===== src/rtl/core/fmcs_pkg.sv =====
// Shared types and codes of the FM register shadow block.
// No dependencies; imported by every module of the block.
`timescale 1ns / 1ps
`default_nettype none

package fmcs_pkg;

    // Stream widths
    localparam int S_TDATA_W = 48;
    localparam int S_TUSER_W = 2;
    localparam int M_TDATA_W = 32;
    localparam int M_TUSER_W = 2;

    // Shadow RAM: two parts of 256 bytes
    localparam int SHADOW_DEPTH = 512;
    localparam int SHADOW_AW    = 9;

    // Request operations (s_tuser)
    localparam logic [1:0] OP_FIELD_WR = 2'd0;
    localparam logic [1:0] OP_FIELD_RD = 2'd1;
    localparam logic [1:0] OP_KEY      = 2'd2;
    localparam logic [1:0] OP_FREQ     = 2'd3;

    // Address modes
    localparam logic [1:0] MODE_GLOBAL = 2'd0;
    localparam logic [1:0] MODE_CHAN   = 2'd1;
    localparam logic [1:0] MODE_OPER   = 2'd2;

    // Result kinds (m_tuser)
    localparam logic [1:0] KIND_WRITE  = 2'd0;
    localparam logic [1:0] KIND_READ   = 2'd1;
    localparam logic [1:0] KIND_REJECT = 2'd2;

    // Fixed chip registers
    localparam logic [7:0] KEY_ADDR      = 8'h28;
    localparam logic [7:0] FREQ_LO_BASE  = 8'hA0;
    localparam logic [7:0] FREQ_HI_OFFS  = 8'h04;

    // Classified command handed from front to back
    typedef enum logic [2:0] {
        CMD_WRITE,
        CMD_READ,
        CMD_KEY,
        CMD_FREQ,
        CMD_REJECT
    } cmd_kind_t;

    typedef struct packed {
        cmd_kind_t   kind;
        logic        part;
        logic [7:0]  addr;   // register address (low byte address for FREQ)
        logic [7:0]  mask;   // field mask
        logic [7:0]  data;   // shifted field, key byte, or FREQ high byte
        logic [7:0]  data2;  // FREQ low byte
        logic [2:0]  shift;  // lowest set bit of mask
    } cmd_t;

    // Queue status seen by the front
    typedef struct packed {
        logic full;
        logic valid;
    } q_stat_t;

    // One result item
    typedef struct packed {
        logic [1:0] kind;
        logic       part;
        logic [7:0] bus_addr;
        logic [7:0] bus_data;
        logic [7:0] read_value;
        logic       last;
    } res_t;

endpackage

`default_nettype wire


===== src/rtl/core/fmcs_cmd_queue.sv =====
// Two-entry command queue between front and back.
// Depends on fmcs_pkg.
`timescale 1ns / 1ps
`default_nettype none

module fmcs_cmd_queue (
    input  wire logic           aclk,
    input  wire logic           aresetn,
    input  wire logic           push,
    input  wire fmcs_pkg::cmd_t push_cmd,
    input  wire logic           pop,
    output fmcs_pkg::q_stat_t   q_stat,
    output fmcs_pkg::cmd_t      head_cmd
);
    import fmcs_pkg::*;

    cmd_t       entry_reg [2];
    logic       wr_ptr_reg;
    logic       rd_ptr_reg;
    logic [1:0] count_reg;
    logic [1:0] count_next;

    assign q_stat.full  = (count_reg == 2'd2);
    assign q_stat.valid = (count_reg != 2'd0);
    assign head_cmd     = entry_reg[rd_ptr_reg];

    always_comb begin
        count_next = count_reg;
        if (push && !pop) begin
            count_next = count_reg + 2'd1;
        end else if (pop && !push) begin
            count_next = count_reg - 2'd1;
        end
    end

    // Storage, no reset needed
    always_ff @(posedge aclk) begin
        if (push) begin
            entry_reg[wr_ptr_reg] <= push_cmd;
        end
    end

    // Pointers and fill level
    always_ff @(posedge aclk) begin
        if (!aresetn) begin
            wr_ptr_reg <= 1'b0;
            rd_ptr_reg <= 1'b0;
            count_reg  <= 2'd0;
        end else begin
            if (push) begin
                wr_ptr_reg <= !wr_ptr_reg;
            end
            if (pop) begin
                rd_ptr_reg <= !rd_ptr_reg;
            end
            count_reg <= count_next;
        end
    end

endmodule

`default_nettype wire


===== config.mk =====
export PLATFORM = sky130hd
export DESIGN_NAME = fmcs_cmd_queue
export DESIGN_NICKNAME = d
export VERILOG_FILES = /design/src/rtl/core/fmcs_pkg.sv /design/src/rtl/core/fmcs_cmd_queue.sv
export SDC_FILE = /design/constraint.sdc
export NUM_CORES = 1
export LEC_CHECK = 0
export BUFFER_PORTS_ARGS = -buffer_cell sky130_fd_sc_hd__buf_2
export CAP_MARGIN = 20
export CORE_UTILIZATION = 51
export DETAILED_ROUTE_END_ITERATION = 12
export HOLD_SLACK_MARGIN = 0.15
export PLACE_DENSITY = 0.85
export SETUP_SLACK_MARGIN = 0.05
export SYNTH_ARGS = -nofsm -noshare
export SYNTH_HDL_FRONTEND = slang
export SYNTH_SLANG_ARGS = --single-unit

===== constraint.sdc =====
create_clock -name aclk -period 3.6 [get_ports aclk]
set_input_delay 0.36 -clock aclk [delete_from_list [all_inputs] [get_ports aclk]]
set_output_delay 0.36 -clock aclk [all_outputs]
set_load 0.02 [all_outputs]

# Yosys cells after proc, flatten, opt, wreduce, memory -nomap -nowiden
# Memory sizes are Yosys's and may differ from the RTL's. A register that Yosys moved wholly into a read port is not among the register bits.
# Index checks and enable logic that the tools add are counted.
[op_classes]
addsub = 2
eq_ne = 1
n_mux = 6
n_reduce_logical = 8
[op_table]
columns = ["cell", "count"]
rows = [
  ["1-bit zero test", 4],
  ["1-bit two-way mux", 4],
  ["2-bit two-way mux", 2],
  ["2-bit nonzero test", 2],
  ["2-bit by 1-bit adder with 2-bit output (second input constant)", 1],
  ["2-bit equality test (second input constant)", 1],
  ["1-bit logical AND", 2],
  ["2-bit by 1-bit subtractor with 2-bit output (second input constant)", 1],
]
[word_totals]
register_bits = 4
ramBits = 78
input_bits = 43
out_inout_bits = 41
word_cells = 21
memories = 1
[memory_table]
columns = ["name", "words", "width", "read_ports", "rd_clocked_by_memory_dff", "write_ports", "line", "text"]
rows = [
  ["entry_reg", 2, 39, 1, 1, 1, "fmcs_cmd_queue.sv:17", "cmd_t entry_reg [2];"],
]

# Logic depth before layout (Yosys ltp)
[depth]
word_depth = 4
depth_mapped = 5
depth_no_buf = 5

# Least setup slack after synthesis
# OpenSTA, ideal clock, no wires.
[synth_timing]
path_kind = "input -> register"
from = "input push"
to = "memory entry_reg[0][0] (netlist name) (enable)"
setup_time_ns = 0.441
arrival_ns = 2.138
t_required_ns = 3.159
slack_ns = 1.021
stages = 1
path_buffers = 0
cell_sequence = "nor2b_1"
[synth_between]
elab_chain_len = 2
[synth_lines]
columns = ["item", "line", "text"]
rows = [
  ["from (decl)", "fmcs_cmd_queue.sv:9", "input wire logic push,"],
  ["1-bit two-way mux", "fmcs_cmd_queue.sv:38", "if (push) begin"],
  ["1-bit two-way mux (not written as such)", "fmcs_cmd_queue.sv:39", "entry_reg[wr_ptr_reg] <= push_cmd;"],
  ["to (decl)", "fmcs_cmd_queue.sv:17", ""],
]
# No other way between the ends.

==> run metrics <==
dpl hpwl=~3000 um; synth top area cells=edfxtp_1 77%, mux2_2 14%, dfxtp_1 3.3%, and2_1 0.83%, xor2_1 0.58%; vias in the first global route=about 1500; initial antenna violation count=0; Final Setup Violations=0; CP Class=flop to output port; post-layout min period=~2200 ps; Final ANT Viol Nets=0; Max transition margin=38.3%; Largest register FFs=78; root buffer cell=clkbuf_8; DR iter-0 viols=88; largest net degree at the start of global routing=41; Layout Cells excl Fill=310; storage element area=approximately 2400 um^2; Final nets=278; Num CTS Buffers=9; Worst VDD drop=around 0.3 mV; switching pwr=around 0.44 mW; run status=finished clean; core area=5610 um^2; routed length per instance=around 15 um; worst-case reg-to-reg path depth=1; Filler cells=around 410; post-synthesis cell count=roughly 140; syn_area_per_cell=21.2 um^2; Seq pwr share=57.9%; count of input and output buffers=between 80 and 90; first-pass GRT wire length=roughly 7300 um; layout cell share with drive strength beyond 1=about 58%; # rows=27; Pwr per Cell Area=approximately 530 nW/um^2; post-CTS sizing=0; TritonCTS clock tree=yes; critical path required time=3240 ps; sw frac=approximately 22%; period utilization=between 60% and 70%; Post-Syn Nets=about 190; register bit total from synthesis=83; H-tree levels=3; worst path arrival time=1850 ps; multi-input logic area=~570 um^2; fin. max-slew vios=0; clock-pin slew on the worst setup and hold paths=80 ps; clock buffer depth=2; ANT cells=0; DIE AREA=around 6300 um^2; Setup Buffers After CTS=0; die width=~79 um; Clk Latency, worst-skew pair=roughly 330 ps; Pint=1.54 mW; Crit. End Element=output port; final core occ=between 60% and 70%; slew at the pin closest to its max-slew limit=approximately 900 ps; synth warn=0; Routed WL=4740 um; Die Height=79.1 um; post-synth cell types=18; post-synth top area cell=edfxtp_1; routed via count=about 1500; clock skew=approximately 5.6 ps; Critical Path Start Type=flop; DR vias/cell=4.95; hold path depth=1; Mapped Area=between 3000 and 4000 um^2; total iterations of the first detailed-routing run=4; Hold WS=roughly 210 ps; Crit Path Max Fanout=39; clock power share=between 20 and 30%; Gate power share=12.2%; Final Hold Viols=0; grt total ovfl=0; DRC viols=0; GRT Resource Usage Total=16.0%; Initial Utilization=between 50 and 60%; Fmax=452 MHz; GP Congestion=0.696; Worst Hold Class=input port to flop; max cap viols=0; Leak=1.41 nW; Synth top area share=between 70% and 80%; CTS Hold Buffers Added=0; Placed Instances=between 200 and 300; Seq/Total Area, Yosys=roughly four fifths; Fin Setup TNS=0 ps; P&R area growth vs syn=22.7%; clock tree sinks=83; I/O pin count=84; unrepaired setup endpoints after global routing=no
==> final cells by class <==
class                           count  area share (%)
Clock buffer                       11            3.53
Clock inverter                      4            1.14
Inverter                            1           0.101
Multi-Input combinational cell     55            15.2
Sequential cell                    83            65.7
Tap cell                           72            2.42
Timing Repair Buffer               84            11.9
==> metrics by stage <==
| stage | power [mW] | setup WS (ps) | cell area, um^2 |
|---|---|---|---|
| finish | 1.97 | 1390 | 3720 |
| global route | 2.06 | 1270 | 3720 |
| CTS | 1.99 | 1330 | 3690 |
| detailed placement | 1.40 | 1710 | 3520 |
| global placement | 1.40 | 1710 | 3520 |
| floorplan | 1.32 | 1020 | 3030 |
==> cells in the final DEF, fill, tap and decap left out, drive strengths merged <==
master  count
a21boi      1
and2        4
and2b       1
buf        84
bufinv      1
clkbuf     11
clkinv      3
dfxtp       5
edfxtp     78
ha          1
inv         1
mux2       39
nor2b       2
o21a        1
o21ai       1
or2         1
or3         1
xnor2       1
xor2        2
==> power by group through the flow <==
stage	clock network [mW]	registers (mW)	logic (mW)
5_1_grt	0.648	1.15	0.259
3_3_place_gp	0	1.16	0.234
4_1_cts	0.610	1.15	0.240
2_1_floorplan	0	1.15	0.171
6_report	0.590	1.14	0.242
3_5_place_dp	0	1.17	0.239
==> cells by family after synthesis <==
logic type / count (synthesis) / synth area share (%)
flip-flops: 83 / 80.6
AO/OA/AOI/OAI: 3 / 0.660
AND/OR/NAND/NOR: 9 / 1.94
adder cells (fa/ha/maj): 1 / 0.413
multiplexers: 39 / 14.5
buffers and inverters: 5 / 1.07
XOR/XNOR: 3 / 0.867
==> cell usage after synthesis (all sizes together) <==
master	instances
a21boi	1
mux2	39
or3	1
nor2b	2
xor2	2
xnor2	1
edfxtp	78
ha	1
buf	4
and2	4
o21a	1
dfxtp	5
o21ai	1
inv	1
and2b	1
or2	1
==> per-layer routing <==
metal  up-vias  track usage (%)  wire (um)
li1        736                -          -
met1       742             19.9       2000
met2        51             25.9       2460
met3         7             3.10        201
met4         0             9.82         78
met5         -                0          0
==> critical path, cell delays in order (launching register included) <==
cell and delay [ps]:
dfxtp_2 910, mux2_2 420, buf_2 160
==> path summary, 6_finish.rpt <==
check	startpoint	endpoint	slack, ps
worst max-delay path	flop	head_cmd[4]	1390
worst min-delay path	push_cmd[10]	entry_reg[0][10]	210
worst max register to register	wr_ptr_reg	entry_reg[1][24]	2050
worst min register to register	count_reg[1]	count_reg[1]	520
(Power assumes the default switching activity.)
