**src/rtl/core/fmcs_pkg.sv**
```systemverilog
// Shared types and codes of the FM register shadow block.
// No dependencies; imported by every module of the block.
`timescale 1ns / 1ps
`default_nettype none

package fmcs_pkg;

    // Stream widths
    localparam int S_TDATA_W = 48;
    localparam int S_TUSER_W = 2;
    localparam int M_TDATA_W = 32;
    localparam int M_TUSER_W = 2;

    // Shadow RAM: two parts of 256 bytes
    localparam int SHADOW_DEPTH = 512;
    localparam int SHADOW_AW    = 9;

    // Request operations (s_tuser)
    localparam logic [1:0] OP_FIELD_WR = 2'd0;
    localparam logic [1:0] OP_FIELD_RD = 2'd1;
    localparam logic [1:0] OP_KEY      = 2'd2;
    localparam logic [1:0] OP_FREQ     = 2'd3;

    // Address modes
    localparam logic [1:0] MODE_GLOBAL = 2'd0;
    localparam logic [1:0] MODE_CHAN   = 2'd1;
    localparam logic [1:0] MODE_OPER   = 2'd2;

    // Result kinds (m_tuser)
    localparam logic [1:0] KIND_WRITE  = 2'd0;
    localparam logic [1:0] KIND_READ   = 2'd1;
    localparam logic [1:0] KIND_REJECT = 2'd2;

    // Fixed chip registers
    localparam logic [7:0] KEY_ADDR      = 8'h28;
    localparam logic [7:0] FREQ_LO_BASE  = 8'hA0;
    localparam logic [7:0] FREQ_HI_OFFS  = 8'h04;

    // Classified command handed from front to back
    typedef enum logic [2:0] {
        CMD_WRITE,
        CMD_READ,
        CMD_KEY,
        CMD_FREQ,
        CMD_REJECT
    } cmd_kind_t;

    typedef struct packed {
        cmd_kind_t   kind;
        logic        part;
        logic [7:0]  addr;   // register address (low byte address for FREQ)
        logic [7:0]  mask;   // field mask
        logic [7:0]  data;   // shifted field, key byte, or FREQ high byte
        logic [7:0]  data2;  // FREQ low byte
        logic [2:0]  shift;  // lowest set bit of mask
    } cmd_t;

    // Queue status seen by the front
    typedef struct packed {
        logic full;
        logic valid;
    } q_stat_t;

    // One result item
    typedef struct packed {
        logic [1:0] kind;
        logic       part;
        logic [7:0] bus_addr;
        logic [7:0] bus_data;
        logic [7:0] read_value;
        logic       last;
    } res_t;

endpackage

`default_nettype wire

```
**src/rtl/core/fmcs_front.sv**
```systemverilog
// Front end: accepts requests and classifies them into commands.
// Depends on fmcs_pkg.
`timescale 1ns / 1ps
`default_nettype none

module fmcs_front (
    input  wire logic                          s_tvalid,
    output logic                               s_tready,
    input  wire logic [fmcs_pkg::S_TDATA_W-1:0] s_tdata,
    input  wire logic [fmcs_pkg::S_TUSER_W-1:0] s_tuser,
    input  wire fmcs_pkg::q_stat_t             q_stat,
    input  wire logic                          clear_busy,
    output logic                               push,
    output fmcs_pkg::cmd_t                     push_cmd
);
    import fmcs_pkg::*;

    logic [1:0]  op;
    logic [1:0]  addr_mode;
    logic [7:0]  reg_base;
    logic [2:0]  channel;
    logic [1:0]  oper;
    logic [7:0]  mask;
    logic [7:0]  value;
    logic [2:0]  octave;
    logic [10:0] fnum;

    logic [1:0]  ch_mod3;
    logic        ch_part;
    logic [2:0]  key_ch;
    logic [2:0]  shift;
    logic [7:0]  shifted;

    // Field unpacking
    assign op        = s_tuser[1:0];
    assign addr_mode = s_tdata[1:0];
    assign reg_base  = s_tdata[9:2];
    assign channel   = s_tdata[12:10];
    assign oper      = s_tdata[14:13];
    assign mask      = s_tdata[22:15];
    assign value     = s_tdata[30:23];
    assign octave    = s_tdata[33:31];
    assign fnum      = s_tdata[44:34];

    // Handshake: hold off during the RAM sweep or when the queue is full
    assign s_tready = !q_stat.full && !clear_busy;
    assign push     = s_tvalid && s_tready;

    // Channel within its part
    always_comb begin
        case (channel) inside
            3'd0, 3'd3, 3'd6: ch_mod3 = 2'd0;
            3'd1, 3'd4, 3'd7: ch_mod3 = 2'd1;
            default:          ch_mod3 = 2'd2;
        endcase
    end

    assign ch_part = (channel >= 3'd3);
    // Key register skips slot 3: channels 3 and up move one place up
    assign key_ch  = ch_part ? channel + 3'd1 : channel;

    // Lowest set bit of the mask
    always_comb begin
        shift = 3'd0;
        for (int i = 7; i >= 0; i--) begin
            if (mask[3'(i)]) begin
                shift = 3'(i);
            end
        end
    end

    assign shifted = value << shift;

    // Classification
    always_comb begin
        push_cmd       = '0;
        push_cmd.mask  = mask;
        push_cmd.shift = shift;
        case (op)
            OP_KEY: begin
                push_cmd.kind = CMD_KEY;
                push_cmd.part = 1'b0;
                push_cmd.addr = KEY_ADDR;
                push_cmd.data = {value[3:0], 1'b0, key_ch};
            end
            OP_FREQ: begin
                push_cmd.kind  = CMD_FREQ;
                push_cmd.part  = ch_part;
                push_cmd.addr  = FREQ_LO_BASE + {6'd0, ch_mod3};
                push_cmd.data  = {2'b00, octave, fnum[10:8]};
                push_cmd.data2 = fnum[7:0];
            end
            default: begin
                if (mask == 8'd0) begin
                    push_cmd.kind = CMD_REJECT;
                end else begin
                    push_cmd.kind = (op == OP_FIELD_RD) ? CMD_READ : CMD_WRITE;
                    push_cmd.data = shifted & mask;
                    case (addr_mode)
                        MODE_CHAN: begin
                            push_cmd.part = ch_part;
                            push_cmd.addr = reg_base + {6'd0, ch_mod3};
                        end
                        MODE_OPER: begin
                            push_cmd.part = ch_part;
                            push_cmd.addr = reg_base + {4'd0, oper, 2'b00}
                                          + {6'd0, ch_mod3};
                        end
                        default: begin
                            push_cmd.part = 1'b0;
                            push_cmd.addr = reg_base;
                        end
                    endcase
                end
            end
        endcase
    end

endmodule

`default_nettype wire

```
**config.mk**
```make
export PLATFORM = sky130hd
export DESIGN_NAME = fmcs_front
export DESIGN_NICKNAME = d
export VERILOG_FILES = /design/src/rtl/core/fmcs_pkg.sv /design/src/rtl/core/fmcs_front.sv
export SDC_FILE = /design/constraint.sdc
export NUM_CORES = 1
export LEC_CHECK = 0
export BUFFER_PORTS_ARGS = -buffer_cell sky130_fd_sc_hd__buf_2
export CAP_MARGIN = 10
export CELL_PAD_IN_SITES_DETAIL_PLACEMENT = 1
export CELL_PAD_IN_SITES_GLOBAL_PLACEMENT = 2
export CORE_ASPECT_RATIO = 0.75
export CORE_MARGIN = 4
export CORE_UTILIZATION = 20
export DETAILED_ROUTE_END_ITERATION = 8
export PLACE_DENSITY_LB_ADDON = 0.1
export RECOVER_POWER = 25
export SYNTH_ARGS = -nofsm -noshare
export SYNTH_HDL_FRONTEND = slang
export SYNTH_SLANG_ARGS = --single-unit
```
**constraint.sdc**
```tcl
create_clock -name vclk -period 3.6
set_clock_uncertainty 0.1 [all_clocks]
set_input_delay 0.36 -clock vclk [all_inputs]
set_output_delay 0.36 -clock vclk [all_outputs]
set_load 0.02 [all_outputs]
```
Word-level counts from Yosys, hierarchy flattened
Index checks and enable logic that the tools add are counted.
- word-level logic and storage cells: 41
- output and inout bits: 41
- bits in registers: 0
- $lt $le $gt $ge: 1
- shifts and indexed selects: 1
- $add $sub $neg: 5
- reductions and logical operators: 8
- equality and inequality tests: 10
- multiplexer cells: 15
- bitwise operators: 1
- operator list (cell ; number):
    $pmux W12 S2 ; 1
    $mux W3 ; 6
    $pmux W9 S2 ; 1
    $add A8 B2 Y8 ; 2
    $mux W8 ; 2
    $pmux W8 S2 ; 1
    $eq A3 B3 Y1 const B ; 3
    $mux W9 ; 1
    $add A8 B2 Y8 const A ; 1
    $add A8 B4 Y8 ; 1
    $and A8 B8 Y8 ; 1
    $logic_not A8 Y1 ; 1
    $shl A8 B3 Y8 ; 1
    $eq A2 B2 Y1 const B ; 3
    $reduce_or A3 Y1 ; 2
    $eq A2 B1 Y1 const B ; 2
    $mux W2 ; 2
    $add A3 B1 Y3 const B ; 1
    $eq A3 B1 Y1 const B ; 1
    $eq A3 B2 Y1 const B ; 1
    $ge A3 B2 Y1 const B ; 1
    $logic_not A3 Y1 ; 1
    $logic_and A1 B1 Y1 ; 2
    $logic_not A1 Y1 ; 2
    $mux W1 ; 1

Depth between registers and ports, before layout
- depth after elaboration: 8
- depth in mapped cells: 12
- depth with buffers taken out: 12

Worst setup path before layout
Ideal clock, no wire load.
- path type: input-to-output
- start point: input s_tdata[10] (netlist name)
- end point: output push_cmd[31] (netlist name)
- data required time: 3.140 ns
- arrival time: 2.816 ns
- stages on the path: 10
- path slack: 0.324 ns
- path through: ha_1 > ha_1 > a211oi_1 > nor2_1 > ha_1 > fa_1 > a21o_1 > a21oi_1 > nand2_1 > a311oi_1
- RTL lines (what ; RTL line ; source):
    start: declaration ; fmcs_front.sv:9 ; input wire logic [fmcs_pkg::S_TDATA_W-1:0] s_tdata,
    end: declaration ; fmcs_front.sv:14 ; output fmcs_pkg::cmd_t push_cmd

==> reports/results.ini <==
[pwr]
swShare = 0.607
p_int_uw = 100
ir_worst_vdd_v = 0.0000333
p_sw_uw = 155
pwr-share-comb = 1.000
p_leak_uw = 0.000887
power_uw = 255
pwr-share-clk = 0
power_frac_seq = 0
power.density_nw_per_um2 = 150

[final_layout]
clkbuf_count = 0
nets = 326
fin_util = 0.291
num_antenna_cells = 0
multi_input_area_um2 = 1100
seqCellArea_um2 = 0
drive_gt1_frac = 0.387
fillCellCount = 798
n_sequential_cell = 0
final_cells = 334
syn_to_final_growth_pct = 39.4

[placement]
dp_hpwl_um = 4200
port_buffers = 90
numPlacedInstances = 334
finalWeightedCongestion = 0.815

[route]
dr.pass1.iters = 4
via_count = 1567
wl_per_cell_um = 14.8
drc = 0
postRouteAntennaNets = 0
drtIter0Drc = 24
totalWireLength_um = 4950
via_per_inst = 4.69

[setup_path]
endpoint = push_cmd[31]
worstPathRequired_ns = 3.14
crit_path_end_kind = output pin
critPathLaunch = s_tdata[10]
worst_setup_path_start_kind = input port
critPathMaxFanout = 6
worstPathArrival_ns = 2.89
worstSetupPathType = input port to output pin

[timing]
tightestPinTransition_ns = 0.591
tns_ns = 0
max-slew-margin-rel = 0.606
setup_violations = 0
finalCritPeriodShare = 0.930
max_freq_mhz = 299
rsz0062_at_grt = false
hold_viol_final = 0
post-route-min-period_ns = 3.35
drv_slew = 0

[clocking]
ctsResizeCount = 0
ctsHoldBuffers = 0
postCtsSetupBuffers = 0

[yosys]
avgSynthCellArea_um2 = 6.79
ys_seq_area_frac = 0
synth.distinct_cells = 53
syn_inst = 180
yosys_warnings = 0
mappedNetlistArea_um2 = 1220
syn_nets = 248

[floorplan]
dieArea_um2 = 7440
ios = 95
core-area_um2 = 5860
start_util = 0.209
chipWidth_um = 98.3
fp-row-count = 24
die_h_um = 75.7

[global_route]
antenna_found_initial = 0
grt_max_degree = 17
grt_pass1_vias = 1537
grt-ovfl-total = 0
grt.total_usage = 0.129
grt_pass1_wl_um = 8030

[flow_run]
maxCapViolations = 0

[outcome]
status = completed

[hold_path]
hold_class = input port to output pin

-- cells by family after synthesis --
kind of cell,count (synthesis),synth area share
AND/OR/NAND/NOR,68,0.287
AO/OA/AOI/OAI,53,0.309
buffers and inverters,29,0.118
adder cells (fa/ha/maj),14,0.149
multiplexers,11,0.105
XOR/XNOR,4,0.0287
other,1,0.00307
-- power groups by stage --
stage / logic (uW) / registers [uW] / clock network, uW
floorplan: 158 / 0 / 0
global placement: 255 / 0 / 0
detailed placement: 254 / 0 / 0
CTS: 255 / 0 / 0
global route: 285 / 0 / 0
finish: 255 / 0 / 0
-- how the worst min path moves through the flow --
stage / start / endpoint / slack (ns) / depth (start not counted)
after floorplan: s_tdata[15] / push_cmd[0] / 0.66 / 1
after global placement: q_stat[1] / s_tready / 0.87 / 3
after detailed placement: q_stat[1] / s_tready / 0.88 / 3
after CTS: q_stat[1] / s_tready / 0.88 / 3
after global routing: clear_busy / s_tready / 0.91 / 3
final: q_stat[1] / s_tready / 0.89 / 3
-- metal layers --
metal  vias up  GRT usage  wire (um)
met1       732      0.198       2600
met2        33      0.210       2200
li1        802          -          -
met3         0    0.00823        147
met5         -          0          0
met4         0          0          0
-- cells in the mapped netlist, types with 4 or more instances --
master | number | area share
a21oi_1 | 12 | 0.049
nor2b_1 | 4 | 0.020
nor2_1 | 15 | 0.046
o21ai_0 | 13 | 0.053
clkbuf_1 | 7 | 0.021
nand3_1 | 8 | 0.033
and3_1 | 9 | 0.046
nand2_1 | 17 | 0.052
buf_4 | 9 | 0.055
inv_1 | 11 | 0.034
mux2i_1 | 8 | 0.066
ha_1 | 13 | 0.13
-- through the flow --
step | instance area, um^2 | hold WS (ns) | setup slack [ns]
3_5_place_dp | 1690 | 0.877 | 0.0895
3_3_place_gp | 1690 | 0.873 | 0.0857
2_1_floorplan | 1220 | 0.663 | 0.324
4_1_cts | 1690 | 0.876 | 0.0548
6_report | 1700 | 0.886 | 0.251
5_1_grt | 1700 | 0.914 | 0.0480
-- final cells by class --
| type | instances | area share |
|---|---|---|
| repair buffers | 93 | 0.270 |
| inverters | 12 | 0.0264 |
| well taps | 78 | 0.0573 |
| multi-input cells | 151 | 0.646 |
-- cells in the final DEF, fill, tap and decap left out, types with 2 or more instances in the layout --
| master | instances |
|---|---|
| o21ai_0 | 13 |
| a21o_1 | 2 |
| ha_1 | 13 |
| a21oi_1 | 10 |
| o2bb2ai_1 | 2 |
| nor2_1 | 15 |
| mux2i_1 | 8 |
| a21oi_2 | 2 |
| nand2_1 | 17 |
| a311oi_1 | 2 |
| clkbuf_1 | 10 |
| nor2b_1 | 4 |
| and4_2 | 2 |
| buf_4 | 3 |
| o32ai_2 | 2 |
| nand3_1 | 8 |
| and3_1 | 9 |
| o211ai_1 | 3 |
| xor2_1 | 3 |
| and2_1 | 3 |
| nor3_1 | 3 |
| buf_2 | 80 |
| inv_1 | 11 |
| nor3b_1 | 2 |
-- worst max-delay path, stage by stage --
cell and delay (ns):
buf_2 0.14, ha_1 0.22, ha_1 0.20, a211oi_2 0.22, nor2_1 0.08, ha_1 0.23, fa_2 0.40, a21o_1 0.21
a21oi_2 0.17, buf_4 0.14, nand2_1 0.05, a311oi_1 0.26, buf_2 0.21
No activity file was read; power rests on OpenSTA's default activity.
